===== config.mk =====
export PLATFORM = sky130hd
export DESIGN_NAME = faf_ctrl
export DESIGN_NICKNAME = d
export VERILOG_FILES = /design/src/sv/faf_pkg.sv /design/src/sv/faf_ctrl.sv
export SDC_FILE = /design/constraint.sdc
export NUM_CORES = 1
export LEC_CHECK = 0
export BUFFER_PORTS_ARGS = -buffer_cell sky130_fd_sc_hd__clkbuf_2
export CAP_MARGIN = 20
export CORE_AREA = 2 2 39 41
export DETAILED_ROUTE_END_ITERATION = 16
export DIE_AREA = 0 0 41 43
export PLACE_DENSITY_LB_ADDON = 0.15
export SYNTH_ARGS = -nofsm -noshare
export SYNTH_HDL_FRONTEND = slang
export SYNTH_SLANG_ARGS = --single-unit

===== constraint.sdc =====
create_clock -name clk_i -period 2.1 [get_ports clk_i]
set_input_delay 0.21 -clock clk_i [delete_from_list [all_inputs] [get_ports clk_i]]
set_output_delay 0.21 -clock clk_i [all_outputs]
set_load 0.005 [all_outputs]

===== src/sv/faf_pkg.sv =====
package faf_pkg;

  localparam int unsigned MaxPixelsDefault = 1048576;
  localparam int unsigned PixW   = 33;
  localparam int unsigned TdataW = 40;
  localparam int unsigned CfgIdxW = 3;
  localparam int unsigned CfgW   = 33;
  localparam int unsigned FpsW   = 16;
  localparam int unsigned StoreW = 32;
  localparam int unsigned DivCntW = 5;

  localparam logic [CfgIdxW-1:0] RegFramesPerSet = 3'd0;
  localparam logic [CfgIdxW-1:0] RegFilterMode   = 3'd1;
  localparam logic [CfgIdxW-1:0] RegOperation    = 3'd2;
  localparam logic [CfgIdxW-1:0] RegThreshold    = 3'd3;
  localparam logic [CfgIdxW-1:0] RegOffset       = 3'd4;
  localparam logic [CfgIdxW-1:0] RegOutType      = 3'd5;
  localparam logic [CfgIdxW-1:0] RegInputSigned  = 3'd6;

  localparam logic [1:0] FilterNone   = 2'd0;
  localparam logic [1:0] FilterThresh = 2'd1;
  localparam logic [1:0] FilterOffset = 2'd2;

  localparam logic [1:0] TypeU32 = 2'd2;
  localparam logic [1:0] TypeS32 = 2'd3;

  typedef enum logic [1:0] {
    StIdle,
    StCalc,
    StDiv,
    StOut
  } state_e;

  typedef struct packed {
    logic capture;
    logic calc;
    logic div_start;
    logic div_step;
    logic load_out;
  } cmd_t;

  typedef struct packed {
    logic emit;
    logic mean;
    logic div_last;
    logic out_free;
  } sts_t;

  // Reduce a value to type t (0 u16, 1 s16, 2 u32, 3 s32), 33-bit signed result.
  function automatic logic signed [32:0] wrap_type(input logic [33:0] v, input logic [1:0] t);
    logic [31:0] lo;
    logic signed [32:0] r;
    lo = v[31:0];
    if (t[1]) begin
      r = {t[0] & lo[31], lo};
    end else begin
      r = {{17{t[0] & lo[15]}}, lo[15:0]};
    end
    return r;
  endfunction

endpackage


===== src/sv/faf_ctrl.sv =====
module faf_ctrl (
  input  logic            clk_i,
  input  logic            rst_ni,
  input  logic            s_axis_tvalid,
  output logic            s_axis_tready,
  input  faf_pkg::sts_t   sts_i,
  output faf_pkg::cmd_t   cmd_o
);

  faf_pkg::state_e state_q, state_d;

  always_ff @(posedge clk_i or negedge rst_ni) begin
    if (!rst_ni) begin
      state_q <= faf_pkg::StIdle;
    end else begin
      state_q <= state_d;
    end
  end

  always_comb begin
    state_d       = state_q;
    cmd_o         = '0;
    s_axis_tready = 1'b0;
    case (state_q)
      faf_pkg::StIdle: begin
        s_axis_tready = 1'b1;
        if (s_axis_tvalid) begin
          cmd_o.capture = 1'b1;
          state_d       = faf_pkg::StCalc;
        end
      end
      faf_pkg::StCalc: begin
        cmd_o.calc = 1'b1;
        if (sts_i.emit) begin
          if (sts_i.mean) begin
            cmd_o.div_start = 1'b1;
            state_d         = faf_pkg::StDiv;
          end else begin
            state_d = faf_pkg::StOut;
          end
        end else begin
          state_d = faf_pkg::StIdle;
        end
      end
      faf_pkg::StDiv: begin
        cmd_o.div_step = 1'b1;
        if (sts_i.div_last) begin
          state_d = faf_pkg::StOut;
        end
      end
      faf_pkg::StOut: begin
        if (sts_i.out_free) begin
          cmd_o.load_out = 1'b1;
          state_d        = faf_pkg::StIdle;
        end
      end
      default: state_d = faf_pkg::StIdle;
    endcase
  end

endmodule


* Yosys cells after proc, flatten, opt, wreduce, memory -nomap -nowiden
Index checks and enable logic that the tools add are counted.
Storage, ports and cells: bits in registers 2, bits of input ports 7, output and inout port bits 6
Cells by class: equal/unequal tests 6, muxes and demuxes 15, reductions and logical operators 2
Operators with widths (number):
- two-way mux 2 bit | 5
- two-way mux 1 bit | 9
- one-hot mux 2 bit (4 select lines) | 1
- != test 2 bit, second input constant | 3
- equality test 2 bit, second input constant | 2
- AND reduction 3 bit | 1
- equality test 2 x 1 -> 1 bit, second input constant | 1
- logical NOT 2 bit | 1

* Depth between registers and ports, before layout
Gate-level depths: netlist (run 1).
word-level depth 3, gate-level depth with buffers 2, gate-level depth less buffers 2

* Worst setup path before layout (run 1)
OpenSTA, ideal clock, no wires.
path type reg-to-reg, from reg state_q[0], to reg state_q[0], setup time 138 ps, arrival 900 ps, slack 1062 ps, stages on the path, launching flop included 2, buffers on the path 0, period minus slack after synthesis 1038 ps, cell sequence dfrtp_1 -> mux4_2
On the way: word-level cells in the longest chain between the ends 3, elaborated cells on any way between the ends 9, classes of those cells 6 x eq/ne; 1 x mux; 2 x reduce/logical
Ends and longest elaborated chain:
- from (decl) | line faf_ctrl.sv:10 | faf_pkg::state_e state_q, state_d;
- from (signal assigned) | line faf_ctrl.sv:14 | state_q <= faf_pkg::StIdle;
- from (signal assigned) | line faf_ctrl.sv:16 | state_q <= state_d;
- equality test 2 bit or logical NOT 2 bit (tied branches) | line faf_ctrl.sv:24 | case (state_q)
- != test 2 bit (no line)
- AND reduction 3 bit (no line)
Parallel ways exist; a longest one is shown, timed or not. A chain may end at the register's enable or synchronous reset.

==> results of run 1 <==
Yosys cell counts, drive strengths merged:
cell,instances,share of area
o21ai,1,0.036
and3,2,0.098
nor2,1,0.027
inv,1,0.027
a21bo,1,0.071
nand2,1,0.027
and2b,2,0.11
nor2b,1,0.045
dfrtp,2,0.36
and2,1,0.045
mux4,1,0.16
critical path, cell delays in order (launching register included):
cell	delay [ns]
dfrtp_1	0.42
and2b_1	0.21
and3_2	0.20
clkbuf_2	0.10
cell type report:
| type | count | area share |
|---|---|---|
| sequential | 2 | 0.1980 |
| multi-input combinational | 11 | 0.3416 |
| clock buffer | 3 | 0.08911 |
| inverter | 1 | 0.01485 |
| tap | 16 | 0.07921 |
| timing repair buffer | 13 | 0.2772 |
stage by stage:
step                  util  setup slack, ns
floorplan                -            1.062
global placement    0.1591           0.9574
detailed placement  0.1591           0.9530
CTS                 0.1826           0.7048
global route        0.1826           0.6428
finish              0.1826           0.7278
routing by layer:
metal,track usage,wire [µm]
met4,0.06000,0
met2,0.07500,159
met5,0,0
met3,0.06283,69
met1,0.08682,200
power breakdown:
part / switching (mW) / internal [mW] / leakage (nW) / total (mW)
Sequential: 0.0334 / 0.0584 / 0.0241 / 0.0918
Clock: 0.0217 / 0.0630 / 0.0138 / 0.0847
Combinational: 0.0469 / 0.0852 / 0.104 / 0.132
Total: 0.102 / 0.207 / 0.142 / 0.309
worst min-delay path by stage:
stage / start / endpoint / slack, ns
4_1_cts: sts_i[3] / flop / 0.25
5_1_grt: sts_i[3] / flop / 0.28
2_1_floorplan: rst_ni / asynchronous set/reset pin / -0.09
3_5_place_dp: rst_ni / state_q[0] / -0.001
6_report: sts_i[3] / flop / 0.25
3_3_place_gp: rst_ni / state_q[0] / -0.005
cell families after synthesis:
logic type / Yosys count / share of synthesized area
and+or+nand+nor: 8 / 0.3482
DFF: 2 / 0.3572
buffers and inverters: 1 / 0.02676
muxes: 1 / 0.1607
AOI/OAI and AO/OA: 2 / 0.1071
what timing repair did:
action                     in CTS  in global routing
setup endpoints to repair       0                  0
resized for setup               0                  0
hold buffers                    1                  0
hold endpoints to repair        2                  0
==> run summary, run 1 <==
CTS Sinks: 2
synth unique cells: 12
Ys Warns: 0
placed cell count: 42
outcome: complete, no violations
FF+latch area: 50.05 µm²
vias in the first global route: 178
die width: 41 µm
Worst-path clk slew: 0.03 ns
Setup TNS Final: 0 ns
HP Class: primary input to flop
Syn Nets: 21
DR vias: 168
WP data required: 1.89 ns
kind of critical path: flop to output pin
Max Root-Sink Buffers: 2
Area Overhead vs Synth: 80.36%
grt total ovfl: 0
Reg2Reg Capture Point: state_q[0]
Total Routing Usage GR: 0.07229
worst clock skew: 0.0001917 ns
clk root buf: clkbuf_4
critical path endpoint category: output pin
Cell Rows: 14
antenna-violating nets left: 0
post-synthesis register bit count: 2
setup violators final: 0
DR pass1 iterations: 1
WL/cell: 9.326 µm
die height: 43 µm
most common cell after layout, fill and taps aside: clkbuf_2
Buffers on Ports: 12
Worst R2R Start: state_q[0]
gpl congestion: 0.5938
Max-cap violations: 0
Finished Cell Area: 252.7 µm²
Slew HR: 0.8576
die area: 1763 µm²
RSZ-0062 raised after global routing: no
CP startpoint kind: flop
final max-slew violation count: 0
drt drc: 0
sequential-to-total area share from yosys stat: 0.3571
FF-to-FF path depth: 1
Final Hold Fails: 0
final hold slack: 0.2523 ns
fin crit period: 1.372 ns
Worst Hold Path Cells: 3
Syn Area/Cell: 10.01 µm²
H-tree depth: 1
setup bufs post-CTS: 0
r2r setup slk: 1.00 ns
Final Non-Filler Cells: 46
fillers: 161
I/O pins: 13
most frequent cells in the layout: 12 x clkbuf_2, 3 x clkbuf_4, 2 x and2b_1, 2 x dfrtp_1
cell area after synthesis: 140.1 µm²
placed inst area: 220.2 µm²
actual slew at the worst max-slew pin: 0.2136 ns
largest net degree at the start of global routing: 8
CTS tree: done
CTS buffer count: 3
vias per std cell: 3.652
NumNets Final: 39
worst vdd ir: 0.2087 mV
Tcrit/Tclk final: 0.6534
crit path capture: cmd_o[2]
final wirelength: 429 µm
layout cell share with drive strength beyond 1: 0.6000
first-pass GRT wire length: 745 µm
Antenna Cells: 0
Initial Util: 0.1013
Multi-input gate area: 86.33 µm²
total power: 308.7 µW
area of the core: 1384 µm²
cell count after synthesis: 14
Critical Path AT: 1.16 ns
Max Clk Rate: 728.7 MHz
DR iter-0 viols: 0
Leakage: 0.1417 nW
worst skew pair latency: 0.22 ns
PD cells: 1221 nW/µm²
antenna violations before repair: 0
Worst Path Max Fanout: 7
(Power assumes the default switching activity.)
==> inputs of run 2 (changes only) <==
==> constraint.sdc (replaced) <==
create_clock -name clk_i -period 1.3 [get_ports clk_i]
set_input_delay 0.13 -clock clk_i [delete_from_list [all_inputs] [get_ports clk_i]]
set_output_delay 0.13 -clock clk_i [all_outputs]
set_load 0.005 [all_outputs]
==> run summary, run 2 (synthesized netlist as in run 1, its figures left out) <==
outcome: complete, no violations
CTS Sinks: 2 (unchanged)
layout cell share with drive strength beyond 1: 0.6970 (+0.09697)
total power: 596.1 µW (+93%)
Reg2Reg Capture Point: state_q[0]
gpl congestion: 0.6170 (+3.9%)
NumNets Final: 42 (+7.7%)
Multi-input gate area: 90.09 µm² (+4.3%)
PD cells: 2072 nW/µm² (+70%)
Worst-path clk slew: 0.03 ns (about the same)
DR vias: 174 (+3.6%)
WL/cell: 10.10 µm (+8.3%)
Leakage: 0.1545 nW (+9.0%)
CP startpoint kind: flop
worst skew pair latency: 0.23 ns (about the same)
worst clock skew: 0.002517 ns (+0.002325 ns)
Max-cap violations: 0 (unchanged)
Buffers on Ports: 12 (unchanged)
I/O pins: 13 (unchanged)
fin crit period: 1.259 ns
hpwl dp: 335 µm
Worst Path Max Fanout: 4 (-3)
Tcrit/Tclk final: 0.9687
largest net degree at the start of global routing: 5 (-3)
DR pass1 iterations: 2 (+1)
die height: 43 µm (unchanged)
Worst Hold Path Cells: 3 (unchanged)
Slew HR: 0.9172 (+0.05957)
first-pass GRT wire length: 717 µm (-3.8%)
worst vdd ir: 0.4860 mV (+130%)
WP data required: 1.17 ns (-0.72 ns)
antenna violations before repair: 0 (unchanged)
DR iter-0 viols: 2 (+2)
antenna-violating nets left: 0 (unchanged)
RSZ-0062 raised after global routing: yes
most frequent cells in the layout: 11 x clkbuf_2, 3 x clkbuf_4, 3 x buf_4
kind of critical path: flop to output pin
Max Root-Sink Buffers: 2 (unchanged)
clk root buf: clkbuf_4
actual slew at the worst max-slew pin: 0.1229 ns (-0.09066 ns)
vias per std cell: 3.551 (-2.8%)
CTS buffer count: 3 (unchanged)
Antenna Cells: 0 (unchanged)
r2r setup slk: 0.19 ns (-0.81 ns)
FF-to-FF path depth: 2 (+1)
FF+latch area: 52.55 µm² (+5.0%)
fillers: 158 (-1.9%)
drt drc: 0 (unchanged)
die area: 1763 µm² (unchanged)
HP Class: primary input to flop
area of the core: 1384 µm² (unchanged)
final wirelength: 495 µm (+15%)
critical path endpoint category: output pin
setup violators final: 0 (unchanged)
worst hold path startpoint: sts_i[3]
grt total ovfl: 0 (unchanged)
most common cell after layout, fill and taps aside: clkbuf_2
CTS tree: done
die width: 41 µm (unchanged)
Final Hold Fails: 0 (unchanged)
Critical Path AT: 1.13 ns (-0.03 ns)
Cell Rows: 14 (unchanged)
Setup TNS Final: 0 ns (unchanged)
Area Overhead vs Synth: 105.4%
Initial Util: 0.1013 (unchanged)
Worst R2R Start: state_q[0]
Total Routing Usage GR: 0.07035 (-0.001937)
vias in the first global route: 173 (-2.8%)
H-tree depth: 1 (unchanged)
Max Clk Rate: 794.1 MHz
final max-slew violation count: 0 (unchanged)
==> run 2: cell type report <==
cell class / count / share of cell area
repair buffers: 16 / 0.3435
multi-input cells: 11 / 0.3130
flip-flops and latches: 2 / 0.1826
clock buffers: 3 / 0.07826
well taps: 16 / 0.06957
inverters: 1 / 0.01304
==> run 2: report_power, final <==
group | internal (mW) | total, mW | switching (mW)
combinational | 0.202 | 0.317 | 0.115
clock | 0.103 | 0.144 | 0.0415
sequential | 0.101 | 0.135 | 0.0342
total | 0.405 | 0.596 | 0.191
==> run 2: worst max path at each step <==
stage            endpoint  slack (ns)
5_1_grt          cmd_o[2]       -0.03
2_1_floorplan  state_q[0]        0.26
6_report         cmd_o[2]        0.04
3_5_place_dp   state_q[0]        0.20
4_1_cts          cmd_o[2]        0.02
3_3_place_gp   state_q[0]        0.23
==> run 2: through the flow <==
step | instance area, µm² | hold slack (ns) | utilization | worst slack [ns] | std cells
after global routing | 287.8 | 0.2058 | 0.2080 | -0.02789 | 49
after floorplan | 140.1 | -0.1656 | - | 0.2617 | 14
after CTS | 277.8 | 0.1569 | 0.2007 | 0.02319 | 49
after global placement | 220.2 | -0.07945 | 0.1591 | 0.2302 | 42
after detailed placement | 220.2 | -0.07962 | 0.1591 | 0.1958 | 42
final | 287.8 | 0.1691 | 0.2080 | 0.04075 | 49
==> run 2: worst max-delay path, stage by stage, from the launching register on <==
cell and delay, ns:
dfrtp_2 0.42, and2b_1 0.22, and3_4 0.18, buf_6 0.09
==> run 2: per-layer routing <==
metal | global-route usage | vias up | wire, µm
li1 | - | 87 | -
met1 | 0.1129 | 72 | 256
met2 | 0.05313 | 13 | 178
met3 | 0.01571 | 2 | 49
met4 | 0.1000 | 0 | 10
met5 | 0 | - | 0
==> run 2: repair_timing <==
action / in CTS / in global routing
gates resized for setup: 2 / 2
pin swaps: 0 / 1
hold buffers: 1 / 0
hold endpoints to repair: 2 / 0
setup endpoints to repair: 1 / 1
buffers inserted: 3 / 0
